$ cat src/rtl/rc4_pkg.sv
// ----------------------------------------------------------------------------
// rc4 package
// request codes, sizes and the controller/datapath command and status types
// ----------------------------------------------------------------------------
package rc4_pkg;

	localparam int unsigned KEY_DEPTH_DEF = 256;
	localparam int unsigned PERM_DEPTH    = 256;

	// request action codes
	localparam logic [1:0] ACT_KEY     = 2'd0;
	localparam logic [1:0] ACT_DATA    = 2'd1;
	localparam logic [1:0] ACT_RESTART = 2'd2;

	typedef struct packed {
		logic key_write;
		logic data_start;
		logic data_rd_j;
		logic data_sw_i;
		logic data_sw_j;
		logic sched_init;
		logic sched_read;
		logic sched_acc;
		logic sched_wr_n;
		logic sched_wr_acc;
	} rc4_cmd_t;

	typedef struct packed {
		logic key_empty;
		logic n_last;
	} rc4_status_t;

endpackage

$ cat src/rtl/rc4_dpath.sv
// ----------------------------------------------------------------------------
// rc4 datapath
// permutation memory, key memory, stream indices, schedule counters, output
// ----------------------------------------------------------------------------
module rc4_dpath #(
	parameter int unsigned KEY_DEPTH = rc4_pkg::KEY_DEPTH_DEF
) (
	input  logic                clk,
	input  logic                arst_n,
	input  rc4_pkg::rc4_cmd_t   cmd,
	input  logic [7:0]          value,
	output rc4_pkg::rc4_status_t status,
	output logic [7:0]          data_out
);
	import rc4_pkg::*;

	localparam int unsigned KW = (KEY_DEPTH > 1) ? $clog2(KEY_DEPTH) : 1;
	localparam int unsigned CW = $clog2(KEY_DEPTH + 1);
	localparam int unsigned PW = $clog2(PERM_DEPTH);

	// permutation memory with per-entry valid; invalid entries read as identity
	logic [7:0]            perm_mem [PERM_DEPTH];
	logic [PERM_DEPTH-1:0] perm_vld_q;
	logic [7:0]            prd_data_q;
	logic                  prd_vld_q;
	logic [PW-1:0]         prd_addr_q;
	logic [7:0]            perm_rd;

	logic [7:0] key_mem [KEY_DEPTH];
	logic [7:0] key_rd_q;

	logic [7:0]    i_q, j_q;
	logic [CW-1:0] key_count_q;
	logic [KW-1:0] kidx_q;
	logic [CW-1:0] kidx_nxt;
	logic [7:0]    n_q, acc_q, sn_q;
	logic [7:0]    si_q, sj_q, t_q, value_q, dout_q;
	logic [7:0]    acc_sum;
	logic [7:0]    ks;
	logic          key_full;

	logic          pr_en, pw_en;
	logic [PW-1:0] pr_addr, pw_addr;
	logic [7:0]    pw_data;

	assign perm_rd  = prd_vld_q ? prd_data_q : prd_addr_q;
	assign acc_sum  = acc_q + perm_rd + key_rd_q;
	assign key_full = (key_count_q == CW'(KEY_DEPTH));
	assign kidx_nxt = CW'(kidx_q) + CW'(1);

	// keystream byte from the swapped table, bypassing the two fresh writes
	always_comb begin
		if (t_q == j_q)
			ks = si_q;
		else if (t_q == i_q)
			ks = sj_q;
		else
			ks = perm_rd;
	end

	always_comb begin
		pr_en   = 1'b1;
		pr_addr = '0;
		if (cmd.data_start)
			pr_addr = i_q + 8'd1;
		else if (cmd.data_rd_j)
			pr_addr = j_q + perm_rd;
		else if (cmd.data_sw_i)
			pr_addr = si_q + perm_rd;
		else if (cmd.sched_read)
			pr_addr = n_q;
		else if (cmd.sched_acc)
			pr_addr = acc_sum;
		else
			pr_en = 1'b0;
	end

	always_comb begin
		pw_en   = 1'b1;
		pw_addr = '0;
		pw_data = '0;
		if (cmd.data_sw_i) begin
			pw_addr = i_q;
			pw_data = perm_rd;
		end else if (cmd.data_sw_j) begin
			pw_addr = j_q;
			pw_data = si_q;
		end else if (cmd.sched_wr_n) begin
			pw_addr = n_q;
			pw_data = perm_rd;
		end else if (cmd.sched_wr_acc) begin
			pw_addr = acc_q;
			pw_data = sn_q;
		end else begin
			pw_en = 1'b0;
		end
	end

	always_ff @(posedge clk) begin
		if (pw_en)
			perm_mem[pw_addr] <= pw_data;
		if (pr_en) begin
			prd_data_q <= perm_mem[pr_addr];
			prd_vld_q  <= perm_vld_q[pr_addr];
			prd_addr_q <= pr_addr;
		end
	end

	always_ff @(posedge clk or negedge arst_n) begin
		if (!arst_n) begin
			perm_vld_q <= '0;
		end else if (cmd.sched_init) begin
			perm_vld_q <= '0;
		end else if (pw_en) begin
			perm_vld_q[pw_addr] <= 1'b1;
		end
	end

	// key memory
	always_ff @(posedge clk) begin
		if (cmd.key_write && !key_full)
			key_mem[key_count_q[KW-1:0]] <= value;
		if (cmd.sched_read)
			key_rd_q <= key_mem[kidx_q];
	end

	// stream indices and key length
	always_ff @(posedge clk or negedge arst_n) begin
		if (!arst_n) begin
			i_q         <= '0;
			j_q         <= '0;
			key_count_q <= '0;
		end else begin
			if (cmd.key_write && !key_full)
				key_count_q <= key_count_q + CW'(1);
			if (cmd.data_start)
				i_q <= i_q + 8'd1;
			if (cmd.data_rd_j)
				j_q <= j_q + perm_rd;
			if (cmd.sched_wr_acc && status.n_last) begin
				i_q <= '0;
				j_q <= '0;
			end
		end
	end

	// working registers
	always_ff @(posedge clk) begin
		if (cmd.data_start)
			value_q <= value;
		if (cmd.data_rd_j)
			si_q <= perm_rd;
		if (cmd.data_sw_i) begin
			sj_q <= perm_rd;
			t_q  <= si_q + perm_rd;
		end
		if (cmd.data_sw_j)
			dout_q <= value_q ^ ks;
		if (cmd.sched_init) begin
			acc_q  <= '0;
			n_q    <= '0;
			kidx_q <= '0;
		end
		if (cmd.sched_acc) begin
			acc_q <= acc_sum;
			sn_q  <= perm_rd;
		end
		if (cmd.sched_wr_acc) begin
			n_q <= n_q + 8'd1;
			if (kidx_nxt == key_count_q)
				kidx_q <= '0;
			else
				kidx_q <= kidx_nxt[KW-1:0];
		end
	end

	assign status.key_empty = (key_count_q == '0);
	assign status.n_last    = (n_q == 8'hFF);
	assign data_out         = dout_q;

endmodule

$ cat config.mk
export PLATFORM = sky130hd
export DESIGN_NAME = rc4_dpath
export DESIGN_NICKNAME = d
export VERILOG_FILES = /design/src/rtl/rc4_pkg.sv /design/src/rtl/rc4_dpath.sv
export SDC_FILE = /design/constraint.sdc
export NUM_CORES = 2
export LEC_CHECK = 0
export BUFFER_PORTS_ARGS = -buffer_cell sky130_fd_sc_hd__buf_2
export CORE_MARGIN = 5
export CORE_UTILIZATION = 35
export CTS_CLUSTER_DIAMETER = 120
export DETAILED_ROUTE_END_ITERATION = 10
export RECOVER_POWER = 100
export SYNTH_ARGS = -nofsm -noshare
export SYNTH_HDL_FRONTEND = slang
export SYNTH_SLANG_ARGS = --single-unit
$ cat constraint.sdc
create_clock -name clk -period 18.7 [get_ports clk]
set_clock_uncertainty 0.2 [all_clocks]
set_input_delay 3.74 -clock clk [delete_from_list [all_inputs] [get_ports clk]]
set_output_delay 3.74 -clock clk [all_outputs]
set_load 0.05 [all_outputs]
==> run summary <==
* finished, violations left — run status
* max-capacitance violations, max-slew violations — failing checks
* -364.7% — max_slew headroom
* 70.12% — proportion of netlist area held by the largest area contributor
* 5.492 — detail-routed via count per cell
* 0 — yosys synthesis warning count
* kidx_q[1]$_SDFFCE_PP0P_ — Crit Reg-Reg Startpoint
* perm_vld_q[56]$_DFFE_PN0P_ — hold path startpoint
* 148.0 mW/mm2 — PD cells
* 10.84% — proportion of layout cells with a drive suffix above 1
* 29.2% — portion of total power attributed to the clock network
* 0.5274 mm2 — die area
* 34.92% — Net Sw Frac
* 251 — largest net degree at the start of global routing
* 17.36% — global-route usage over all layers
* 4,474 — number of clock sinks
* key_rd_q[3]$_DFFE_PP_ — RR Endpoint
* 91 — max_cap viols
* 6.281% — post-synthesis async set-or-reset flop share
* 0 — Setup Fix Bufs, Post-CTS
* 2 — number of stages on the worst hold path
* 8.129% — multiplexer share of the synthesized area
* 6971 ps — actual slew at the worst max-slew pin
* 0 — total count of hold-check failures in the final report
* 726.2 um — die extent in x
* 0 — final setup fails
* 29 — number of buffers added on ports
* yes — TritonCTS clock tree
* 263 — Std-Cell Rows
* 726.2 um — die extent in y
* 30 — I/O pin cnt
* 0.1796 mm2 — Syn Std Cell Area
* 0.06395 uW — Leakage
* 5,296 — max-slew violation count
* 46,990 — fill cell total of the finished layout
* 60 ps — clock transition at the registers of the reported paths
* 155.0 uV — Max IR drop VDD
* 4 — clock tree buffer depth
* 0 — DRC violations left
* 271,600 um — detailed-placement wirelength estimate
* 695,000 um — wire length of the first global-routing pass
* sky130_fd_sc_hd__edfxtp_1 (4,193), sky130_fd_sc_hd__nand2_1 (1,453), sky130_fd_sc_hd__nor2_1 (1,126), sky130_fd_sc_hd__a21oi_1 (958), sky130_fd_sc_hd__mux2i_1 (538) — most used standard cells in the synthesized netlist
* in -> reg — Critical Setup Path Class
* reg -> reg — classification of the worst-slack hold path
* false — setup repair after global routing missed its margin
* 0 — CTS-repair resized insts
* 11,700 — synthesized instance count
* 1020 ps — insertion delay of the later-clocked pin in the worst-skew pair
* sky130_fd_sc_hd__edfxtp_1 — most repeated cell in the gate-level netlist after synthesis
* 35.07% — starting density of the core
* 98,330 — vias in the first global route
* 55 — largest driver fanout on the critical path
* 14,000 ps — minimum clock period after layout
* 11,620 — final layout net count
* 8.219% — compound-cell area share of the yosys netlist
* 0 ps — sum of negative setup slack
* 14,690 ps — critical path data arrival time
* 476,600 um — Total Wirelength
* sky130_fd_sc_hd__edfxtp_1 — primary flip-flop cell chosen by synthesis mapping
* sky130_fd_sc_hd__edfxtp_1 — Synth area leader
* 19,390 ps — required time worst endpoint
* 41.4% — register share of total power
* 12 — initial antenna violation count
* 0.5120 mm2 — placeable core region
* 74.86% — part of the cycle the worst path needs
* 74.04% — post-synthesis sequential area ratio
* 11,760 — Net Count, Synth
* 0.8336 — final estimated routing congestion in global placement
* 0 — count of antenna-violating nets left after detailed routing
* 102,700 — total vias in the final route
* 11.29% — Area growth, synth to finish
* 6 — first drt pass iteration count
* sky130_fd_sc_hd__clkbuf_16 — clk root buf
* 29.4% — Comb power frac
* 81 — Cell variety after synth
* flip-flop — nature of the critical path endpoint
* 11,860 — detailed router's first-iteration violation count
* 10 — length in cells of the worst reg-to-reg path
* 15.35 um2 — average cell area after synthesis
* perm_vld_q[56]$_DFFE_PN0P_ — end point of the worst hold path
* input pin — Critical Path Source Type
* 5 — H-tree lvl count
* compound AO/OA/AOI/OAI gates — largest family of logic cells by synthesized area
* 25.49 um — WL/cell
* 0.2996% — Post-Synth Adder-Cell Area
* 0 — GRT overflow
* 0.4028% — xor and xnor area share after synthesis
* 4,474 — post-synthesis register bit count
* 0 — Post-CTS Hold Fix Bufs
* 4950 ps — worst setup slack for register-to-register paths
* 6.797% — Synth Area in Simple Gates
* 435 — CTS buffer count
* 4,193 — Post-synth EDFFs
* 19,240 uW — Int Pwr
* 29,570 uW — total power consumption of the routed design
* 0.07144 GHz — maximum achievable frequency
* sky130_fd_sc_hd__edfxtp_1 (70%), sky130_fd_sc_hd__mux4_2 (4.3%), sky130_fd_sc_hd__dfrtp_1 (3.9%) — synth top area cells
* 10,330 uW — net switching power figure
## layout by cell type (no fill, tap or decap), drive strengths merged, types with 132 or more instances in the layout
cell	Yosys	final
clkinv	2	160
nand2	1455	1455
mux2i	539	539
a221oi	143	143
mux4	345	345
o21ai	251	251
a32oi	177	177
clkbuf	445	703
edfxtp	4193	4193
dfrtp	281	281
a21oi	959	959
o22ai	132	132
nor2	1126	1126
## logic make-up (layout without fill, tap and decap cells)
kind of cell | after synthesis | count (layout)
DFF | 4474 | 4474
and+or+nand+nor | 3024 | 3024
AOI/OAI and AO/OA | 2243 | 2243
muxes | 1010 | 1010
buffers and inverters | 829 | 1068
xor gates and xnor gates | 81 | 81
adders and majority gates | 37 | 37
other | 0 | 4
## power by group through the flow
stage	sequential [uW]	combinational, uW	clock (uW)
after floorplan	12500	5230	0
after global placement	12300	8630	0
after detailed placement	12300	8670	0
after CTS	12100	8690	8760
after global routing	12300	9190	9170
final	12200	8690	8640
## area by class of cell
class / count / area, um2 / share of cell area (%)
flip-flops and latches: 4474 / 132900 / 66.53
clock inverters: 215 / 1914 / 0.9580
repair buffers: 218 / 1425 / 0.7132
clock buffers: 598 / 11960 / 5.985
inverters: 37 / 187.7 / 0.09392
well taps: 6757 / 8454 / 4.231
multi-input cells: 6395 / 42930 / 21.48
diodes: 4 / 10.01 / 0.005009
## metrics by stage
step	instances	setup slack, ps	hold WS (ps)	instance area (um2)	util, %
global route	18700	4303	306.4	199800	39.02
CTS	18690	9097	293.5	200400	39.14
detailed placement	17880	7990	279.8	186500	36.43
finish	18700	4702	287.1	199800	39.03
global placement	17880	8017	271.6	186500	36.43
floorplan	11700	5298	257.9	179600	-
## flip-flops by register name (all words and copies together), names as in the netlist, 9 cells and up
register / count
perm_vld_q: 256
perm_mem: 2048
key_mem: 2048
key_count_q: 9
## worst max-delay path by stage
stage          startpoint                  endpoint  slack [ps]  depth (start not counted)
2_1_floorplan      cmd[6]  perm_mem[0][1]$_DFFE_PP_        5300                          4
3_3_place_gp       cmd[6]       prd_vld_q$_DFFE_PP_        8020                         14
3_5_place_dp       cmd[7]       prd_vld_q$_DFFE_PP_        7990                         13
4_1_cts            cmd[7]       prd_vld_q$_DFFE_PP_        9100                         13
5_1_grt            cmd[6]   prd_data_q[1]$_DFFE_PP_        4300                         15
6_report           cmd[6]   prd_data_q[1]$_DFFE_PP_        4700                         15
## metal layers
layer  vias to the layer above  part of all wire [%]  GRT usage (%)
li1                      44930                     -              -
met1                     52870                    42          24.55
met2                      4050                    47          27.73
met3                       830                   7.0          2.311
met4                         6                   3.7          5.788
met5                         -                0.0082              0
## critical path, stage by stage
cell                        delay, ps
sky130_fd_sc_hd__buf_2             70
sky130_fd_sc_hd__clkbuf_1        1420
sky130_fd_sc_hd__nand3b_1         360
sky130_fd_sc_hd__o2111ai_1        230
sky130_fd_sc_hd__and2_0          2670
sky130_fd_sc_hd__buf_4            620
sky130_fd_sc_hd__buf_4            550
sky130_fd_sc_hd__clkbuf_1        1890
sky130_fd_sc_hd__a21oi_1           40
sky130_fd_sc_hd__a221oi_1         420
sky130_fd_sc_hd__a21oi_1          140
sky130_fd_sc_hd__a22oi_1          450
sky130_fd_sc_hd__a21oi_1          320
sky130_fd_sc_hd__o41ai_1         1310
sky130_fd_sc_hd__o31a_1           280
Power figures use the tool's default switching activity.
