`src/rtl/rc4_pkg.sv`:
```
// ----------------------------------------------------------------------------
// rc4 package
// request codes, sizes and the controller/datapath command and status types
// ----------------------------------------------------------------------------
package rc4_pkg;

	localparam int unsigned KEY_DEPTH_DEF = 256;
	localparam int unsigned PERM_DEPTH    = 256;

	// request action codes
	localparam logic [1:0] ACT_KEY     = 2'd0;
	localparam logic [1:0] ACT_DATA    = 2'd1;
	localparam logic [1:0] ACT_RESTART = 2'd2;

	typedef struct packed {
		logic key_write;
		logic data_start;
		logic data_rd_j;
		logic data_sw_i;
		logic data_sw_j;
		logic sched_init;
		logic sched_read;
		logic sched_acc;
		logic sched_wr_n;
		logic sched_wr_acc;
	} rc4_cmd_t;

	typedef struct packed {
		logic key_empty;
		logic n_last;
	} rc4_status_t;

endpackage

```
`src/rtl/rc4_ctrl.sv`:
```
// ----------------------------------------------------------------------------
// rc4 controller
// sequences data requests and the key schedule, owns the result valid flag
// ----------------------------------------------------------------------------
module rc4_ctrl (
	input  logic                 clk,
	input  logic                 arst_n,
	input  logic                 req_valid,
	input  logic [1:0]           req_action,
	input  logic                 req_key_last,
	output logic                 req_ready,
	output logic                 rsp_valid,
	input  logic                 rsp_ready,
	input  rc4_pkg::rc4_status_t status,
	output rc4_pkg::rc4_cmd_t    cmd
);
	import rc4_pkg::*;

	typedef enum logic [8:0] {
		ST_IDLE   = 9'b000000001,
		ST_D_RDJ  = 9'b000000010,
		ST_D_SWI  = 9'b000000100,
		ST_D_SWJ  = 9'b000001000,
		ST_K_INIT = 9'b000010000,
		ST_K_RD   = 9'b000100000,
		ST_K_ACC  = 9'b001000000,
		ST_K_WRN  = 9'b010000000,
		ST_K_WRA  = 9'b100000000
	} rc4_state_t;

	rc4_state_t state_q, state_d;
	logic       out_valid_q;
	logic       req_fire;

	assign req_ready = (state_q == ST_IDLE);
	assign req_fire  = req_valid && req_ready;
	assign rsp_valid = out_valid_q;

	always_comb begin
		cmd     = '0;
		state_d = state_q;
		case (state_q)
			ST_IDLE: begin
				if (req_fire) begin
					case (req_action)
						ACT_KEY: begin
							cmd.key_write = 1'b1;
							if (req_key_last)
								state_d = ST_K_INIT;
						end
						ACT_DATA: begin
							cmd.data_start = 1'b1;
							state_d        = ST_D_RDJ;
						end
						ACT_RESTART: begin
							if (!status.key_empty)
								state_d = ST_K_INIT;
						end
						default: ;
					endcase
				end
			end
			ST_D_RDJ: begin
				cmd.data_rd_j = 1'b1;
				state_d       = ST_D_SWI;
			end
			ST_D_SWI: begin
				cmd.data_sw_i = 1'b1;
				state_d       = ST_D_SWJ;
			end
			ST_D_SWJ: begin
				// hold until the output slot is free or draining
				if (!out_valid_q || rsp_ready) begin
					cmd.data_sw_j = 1'b1;
					state_d       = ST_IDLE;
				end
			end
			ST_K_INIT: begin
				cmd.sched_init = 1'b1;
				state_d        = ST_K_RD;
			end
			ST_K_RD: begin
				cmd.sched_read = 1'b1;
				state_d        = ST_K_ACC;
			end
			ST_K_ACC: begin
				cmd.sched_acc = 1'b1;
				state_d       = ST_K_WRN;
			end
			ST_K_WRN: begin
				cmd.sched_wr_n = 1'b1;
				state_d        = ST_K_WRA;
			end
			ST_K_WRA: begin
				cmd.sched_wr_acc = 1'b1;
				state_d          = status.n_last ? ST_IDLE : ST_K_RD;
			end
			default: state_d = ST_IDLE;
		endcase
	end

	always_ff @(posedge clk or negedge arst_n) begin
		if (!arst_n) begin
			state_q     <= ST_IDLE;
			out_valid_q <= 1'b0;
		end else begin
			state_q <= state_d;
			if (cmd.data_sw_j)
				out_valid_q <= 1'b1;
			else if (rsp_ready)
				out_valid_q <= 1'b0;
		end
	end

endmodule

```
`config.mk`:
```
export PLATFORM = sky130hd
export DESIGN_NAME = rc4_ctrl
export DESIGN_NICKNAME = d
export VERILOG_FILES = /design/src/rtl/rc4_pkg.sv /design/src/rtl/rc4_ctrl.sv
export SDC_FILE = /design/constraint.sdc
export NUM_CORES = 1
export LEC_CHECK = 0
export ABC_AREA = 0
export BUFFER_PORTS_ARGS = -buffer_cell sky130_fd_sc_hd__buf_2
export CORE_MARGIN = 2
export CORE_UTILIZATION = 49
export CTS_CLUSTER_DIAMETER = 200
export DETAILED_ROUTE_END_ITERATION = 10
export GPL_ROUTABILITY_DRIVEN = 0
export GPL_TIMING_DRIVEN = 0
export PLACE_DENSITY = 0.83
export SLEW_MARGIN = 0
export SYNTH_ARGS = -nofsm -noshare
export SYNTH_HDL_FRONTEND = slang
export SYNTH_SLANG_ARGS = --single-unit
```
`constraint.sdc`:
```
create_clock -name clk -period 1.5 [get_ports clk]
set_input_delay 0 -clock clk [delete_from_list [all_inputs] [get_ports clk]]
set_output_delay 0 -clock clk [all_outputs]
set_load 0.02 [all_outputs]
```
==> reports/qor.csv, run 1 <==
stage,metric,value,unit
status,status,"finished, violations left",
status,violations,setup timing,
yosys,yosys_warnings,0,
setup_path,critPathTopFamily,simple AND/OR/NAND/NOR gates,
clock_tree,path_clk_slew,80,ps
clock_tree,cts_buffers,3,
setup_path,end_kind,output port,
final_layout,multi_input_area,466.7,sq um
final_layout,fill_cells,72,
final_layout,antenna_cells,0,
clock_tree,ctsHtreeMaxLevel,1,
route,vias,726,
yosys,yosysTopAreaCellShare,32.20,%
power,p_leak,0.5573,nW
final_layout,synthToLayoutAreaGrowth,56.35,%
yosys,syn_area_per_cell,10.76,sq um
floorplanning,core-area,1318,sq um
final_layout,layout.nets,116,
placement,post-dp-hpwl,1.059,mm
yosys,syn_area,699.4,sq um
route,totalWireLength,2.109,mm
power,power.total,1.253,mW
clock_tree,clock_sinks,10,
yosys,ys_ff_latch,10,
floorplanning,die_area,1746,sq um
grt,grt_pass1_vias,618,
clock_tree,cts_max_path_buffers,2,
floorplanning,fp.dieW,41.78,um
sta,min_period,1655,ps
clock_tree,clockRootBuffer,clkbuf_4,
setup_path,critical-path-slowest-cell,dfrtp_2,
power,ir_drop,0.0008187,V
setup_path,crit_type,reg2out,
floorplanning,pin_count,21,
sta,drv_slew,0,
worst_hold_path,worstHoldPathType,in2reg,
sta,worst_slew_margin_rel,70.13,%
setup_path,crit_buf_inv,1,
power,power_density,1146,nW/um^2
yosys,syn_nets,74,
route,wl_per_cell,17.43,um
floorplanning,initial_core_util,53.09,%
yosys,syn_inst,65,
route,first_pass_iters,4,
setup_path,cp.arrival,1650,ps
sta,fmax,604.4,MHz
sta,rsz0062_at_grt,true,
yosys,synth-edff-count,0,
setup_path,worst_setup_path_start_kind,flip-flop,
yosys,synth_most_common_cell,dfrtp_1,
setup_path,path_max_fanout,3,
sta,worstMarginPinSlew,443.3,ps
route,drc_errors,0,
yosys,synth_top_area_cell,dfrtp_1,
setup_path,cp_data_required_time,1500,ps
grt,antenna_found_initial,0,
clock_tree,cts_tree,built,
yosys,synth.area.top_cells,"dfrtp_1, and4b_1, dfstp_2",
yosys,ys.flop_type,dfrtp_1,
placement,portBuffers,20,
sta,skew,12.38,ps
yosys,ys_types,33,
sta,setup_violations,9,
final_layout,regArea,259.0,sq um
grt,grtUsageTotal,21.00,%
yosys,synth.yosys.seq_area_share,35.96,%
final_layout,layout-drive-gt1-share,63.21,%
sta,final_hold_viol_count,0,
grt,grt_overflow,0,
yosys,synth_common_cells,"dfrtp_1, and4b_1, nor2_1",
setup_path,path_cells,nor4_4 > and4b_2 > nor4bb_4 > buf_4,
route,avgViaCountPerCell,6.000,
route,final_antenna_net_count,0,
sta,finalCritPeriodShare,110.3,%
grt,grt_pass1_wl,2.670,mm
grt,grt_max_degree,11,
floorplanning,die_y,41.78,um
clock_tree,clkLatencyLatePin,270,ps
floorplanning,row_count,13,
run,max_cap_violations,0,
sta,hold_ws,60.48,ps
route,dr.first_iter.drc_count,12,
yosys,ys_async_sr_fraction,100.0,%
setup_path,max_stage_delay,440,ps
sta,fin_ws,-154.5,ps
-- state kept, by name, indices dropped and copies added (netlist names) --
| signal | cells |
|---|---|
| rsp_valid | 1 |
| state_q | 9 |
-- cell usage in the layout, fill, tap and decap left out, drive strengths merged, types with 2 or more instances in the layout --
cell type,instances
buf,37
dfrtp,9
and4b,7
nor2,5
inv,4
nor2b,4
o21ai,4
clkbuf,4
nand2,3
nand4,3
and4,3
nor3,3
nor4,2
xor2,2
dlygate4sd3,2
nor3b,2
-- kinds of logic after synthesis --
kind of cell | share of synthesized area (%)
AO/OA/AOI/OAI | 12.70
XOR/XNOR | 2.505
buffers and inverters | 4.830
flip-flops | 35.96
AND/OR/NAND/NOR | 44.01
-- worst paths after layout --
kind / start / to / slack [ps] / cells after the start
setup / recovery: state_q[5] / cmd[9] / -150 / 4
hold / removal: req_valid / state_q[1] / 60 / 2
setup reg to reg: state_q[4] / state_q[0] / 0 / 7
hold reg to reg: rsp_valid / rsp_valid / 580 / 2
max in group asynchronous: arst_n / state_q[0] / 1120 / 2
min in group asynchronous: arst_n / state_q[8] / 110 / 2
-- stage by stage --
stage | area, sq um | setup WS, ps | cells | utilization, % | setup TNS [ps]
floorplan | 699.4 | 71.46 | 65 | - | 0
detailed placement | 818.3 | -44.29 | 100 | 62.11 | -56.60
finish | 1094 | -154.5 | 121 | 83.00 | -672.7
CTS | 947.2 | -189.7 | 113 | 71.89 | -676.8
global placement | 818.3 | -26.50 | 100 | 62.11 | -26.50
global route | 1094 | -228.0 | 121 | 83.00 | -1531
-- metal layers --
layer	global-route usage, %	up-vias	routed length, um
met5	0	-	0
met4	17.42	0	75
met3	3.913	8	108
met2	35.31	33	1037
met1	22.43	354	888
li1	-	331	-
-- layout make-up --
type,instances,share of cell area (%)
clock buffer,4,2.403
inverter,4,1.373
multi-input combinational,49,42.68
sequential,10,23.68
tap,15,1.716
timing repair buffer,39,28.15
-- worst reg2reg max path: cells and delay by family (launching register included) --
family / cells / cell delay (ps)
buffers and inverters: 3 / 350
AND/OR/NAND/NOR: 1 / 120
AO/OA/AOI/OAI: 3 / 520
flip-flops: 1 / 440
-- repair_timing --
action                                  CTS  global route
gates resized for setup                  13            25
pin swaps                                 5             8
hold endpoints to repair                 10             1
endpoints found under the setup margin   12            14
setup buffers                             9             8
hold buffers                              1             1
-- report_power, final --
group / leakage, nW / switching, mW / internal (mW)
combinational: 0.417 / 0.302 / 0.378
sequential: 0.126 / 0.0589 / 0.309
clock: 0.0150 / 0.103 / 0.103
Note: power is estimated with default switching activity, not from simulation.
==> run 2: changes to the inputs <==
--- a/config.mk
+++ b/config.mk
@@ -8,12 +8,13 @@
 export ABC_AREA = 0
 export BUFFER_PORTS_ARGS = -buffer_cell sky130_fd_sc_hd__buf_2
 export CORE_MARGIN = 2
-export CORE_UTILIZATION = 49
+export CORE_UTILIZATION = 50
 export CTS_CLUSTER_DIAMETER = 200
 export DETAILED_ROUTE_END_ITERATION = 10
 export GPL_ROUTABILITY_DRIVEN = 0
 export GPL_TIMING_DRIVEN = 0
-export PLACE_DENSITY = 0.83
+export PLACE_DENSITY = 0.84
+export RECOVER_POWER = 50
 export SLEW_MARGIN = 0
 export SYNTH_ARGS = -nofsm -noshare
 export SYNTH_HDL_FRONTEND = slang
==> constraint.sdc (replaced) <==
create_clock -name clk -period 2.1 [get_ports clk]
set_input_delay 0 -clock clk [delete_from_list [all_inputs] [get_ports clk]]
set_output_delay 0 -clock clk [all_outputs]
set_load 0.02 [all_outputs]
==> run 2 against run 1 <==
Compared with the run above:
- the run now ends clean
- combinational power fell by 53%
- clock-buffer cell count unchanged
- clock skew is 2.5 ps lower
- first-iteration DRC count fell by 17%
- critical path type unchanged
- die area shrank 1.8%
- highest routed layer unchanged
- critical endpoint unchanged
- register-to-register slack improved by 600 ps
- cell area decreased by 22%
- sequential share of layout area is 5.8 points higher
- via count decreased by 14%
- critical path depth grew 1
- hold slack got worse by 57 ps
==> reports/qor.csv, run 2 (same netlist as run 1, synthesis figures left out) <==
stage,metric,value,unit
grt,grtUsageTotal,16.35,%
sta,drv_slew,0,
sta,finalCritPeriodShare,87.80,%
sta,min_period,1844,ps
route,avgViaCountPerCell,5.914,
setup_path,cp.arrival,1840,ps
final_layout,largest_register,state_q,
placement,place_worst_setup_slack,553.9,ps
clock_tree,clkLatencyLatePin,260,ps
route,dr.first_iter.drc_count,10,
sta,fin_tns_setup,0,ps
route,wl_per_cell,13.50,um
power,p_leak,0.4578,nW
final_layout,layout_commonest_cell,buf_2,
setup_path,critPathTopFamily,simple AND/OR/NAND/NOR gates,
clock_tree,cts_max_path_buffers,2,
grt,grt_pass1_wl,2.159,mm
placement,portBuffers,20,
run,max_cap_violations,0,
grt,grt_max_degree,11,
setup_path,path_cells,nor3_4 > and4b_1 > buf_4 > nor4bb_4 > buf_2,
sta,setup_violations,0,
floorplanning,fp.dieW,41.40,um
clock_tree,ctsResizeCount,0,
sta,worst_slew_margin_rel,61.96,%
worst_hold_path,worstHoldPathType,in2reg,
route,vias,621,
grt,antenna_found_initial,0,
route,totalWireLength,1.418,mm
clock_tree,path_clk_slew,70,ps
final_layout,layout.nets,100,
setup_path,max_stage_delay,470,ps
status,status,"complete, no violations",
setup_path,critical-path-slowest-cell,dfrtp_1,
power,power_density,814.7,nW/um^2
final_layout,mostFrequentLayoutCells,"buf_2, dfrtp_1, and4b_1",
final_layout,layout-drive-gt1-share,41.11,%
floorplanning,initial_core_util,53.75,%
route,drc_errors,0,
floorplanning,die_y,41.40,um
setup_path,cp_data_required_time,2100,ps
power,power.total,0.6941,mW
route,final_antenna_net_count,0,
setup_path,crit_buf_inv,2,
floorplanning,pin_count,21,
clock_tree,cts_tree,built,
setup_path,path_max_fanout,9,
clock_tree,clockRootBuffer,clkbuf_4,
clock_tree,cts_buffers,3,
sta,final_hold_viol_count,0,
grt,grt_pass1_vias,525,
placement,post-dp-hpwl,1.055,mm
final_layout,synthToLayoutAreaGrowth,21.82,%
setup_path,crit_type,reg2out,
final_layout,largest_register_ffs,9,
sta,fin_ws,256.3,ps
clock_tree,clock_sinks,10,
grt,grt_overflow,0,
power,ir_drop,0.0005421,V
setup_path,worst_setup_path_start_kind,flip-flop,
sta,worstMarginPinSlew,570.7,ps
final_layout,antenna_cells,0,
sta,skew,9.844,ps
floorplanning,core-area,1301,sq um
setup_path,end_kind,output port,
floorplanning,row_count,13,
sta,fmax,542.4,MHz
sta,rsz0062_at_grt,false,
final_layout,utilization,65.48,%
floorplanning,die_area,1714,sq um
route,first_pass_iters,4,
clock_tree,ctsHtreeMaxLevel,1,
[run 2: cell types whose count changed in the layout (fill, tap and decap cells not counted), moves of 2 or more]
cell / previous run / this run
buf_2: 11 / 18
buf_4: 16 / 1
buf_6: 10 / 1
clkbuf_1: 1 / 3
dfrtp_1: 3 / 9
dfrtp_2: 6 / 0
[run 2: layer usage]
| layer | vias to the layer above | routed length, um | track usage (%) |
|---|---|---|---|
| met5 | - | 0 | 0 |
| met4 | 0 | 19 | 11.61 |
| met3 | 2 | 68 | 1.304 |
| met2 | 25 | 739 | 27.50 |
| li1 | 302 | - | - |
| met1 | 292 | 591 | 19.40 |
[run 2: tightest hold or removal path, cell delays in order]
cell and delay [ps]:
buf_2 100, inv_1 40, a21o_1 90
[run 2: power by group]
| group | total (mW) | internal (mW) | switching [mW] | leakage [nW] |
|---|---|---|---|---|
| sequential | 0.239 | 0.218 | 0.0218 | 0.135 |
| clock | 0.138 | 0.0732 | 0.0646 | 0.0150 |
| combinational | 0.317 | 0.152 | 0.165 | 0.307 |
| total | 0.694 | 0.442 | 0.252 | 0.458 |
[run 2: worst paths after layout]
kind                            start  cells past startpoint  slack, ps    endpoint
hold / removal              status[0]                      3          4  state_q[5]
hold reg to reg             rsp_valid                      2        590   rsp_valid
setup reg to reg           state_q[1]                      4        600  state_q[0]
setup / recovery           state_q[7]                      5        260      cmd[9]
min in group asynchronous      arst_n                      2        240  state_q[8]
max in group asynchronous      arst_n                      2       1480  state_q[0]
[run 2: final cells by class]
cell class | count | area [sq um]
clock buffer | 4 | 26.28
timing repair buffer | 21 | 107.6
sequential | 10 | 251.5
buffer | 2 | 18.77
fill | 113 | 449.2
inverter | 4 | 15.01
tap | 15 | 18.77
multi-input combinational | 49 | 414.1
[run 2: what timing repair did]
item,in CTS,in global routing
setup buffers,0,0
hold buffers,1,0
endpoints found under the hold margin,10,0
[run 2: through the flow]
stage | hold WS [ps] | instances | cell area (sq um)
after floorplan | -295.6 | 65 | 699.4
after CTS | 1.912 | 105 | 854.6
after detailed placement | -125.1 | 100 | 818.3
after global routing | 3.349 | 105 | 852.1
after global placement | -129.9 | 100 | 818.3
final | 3.627 | 105 | 852.1
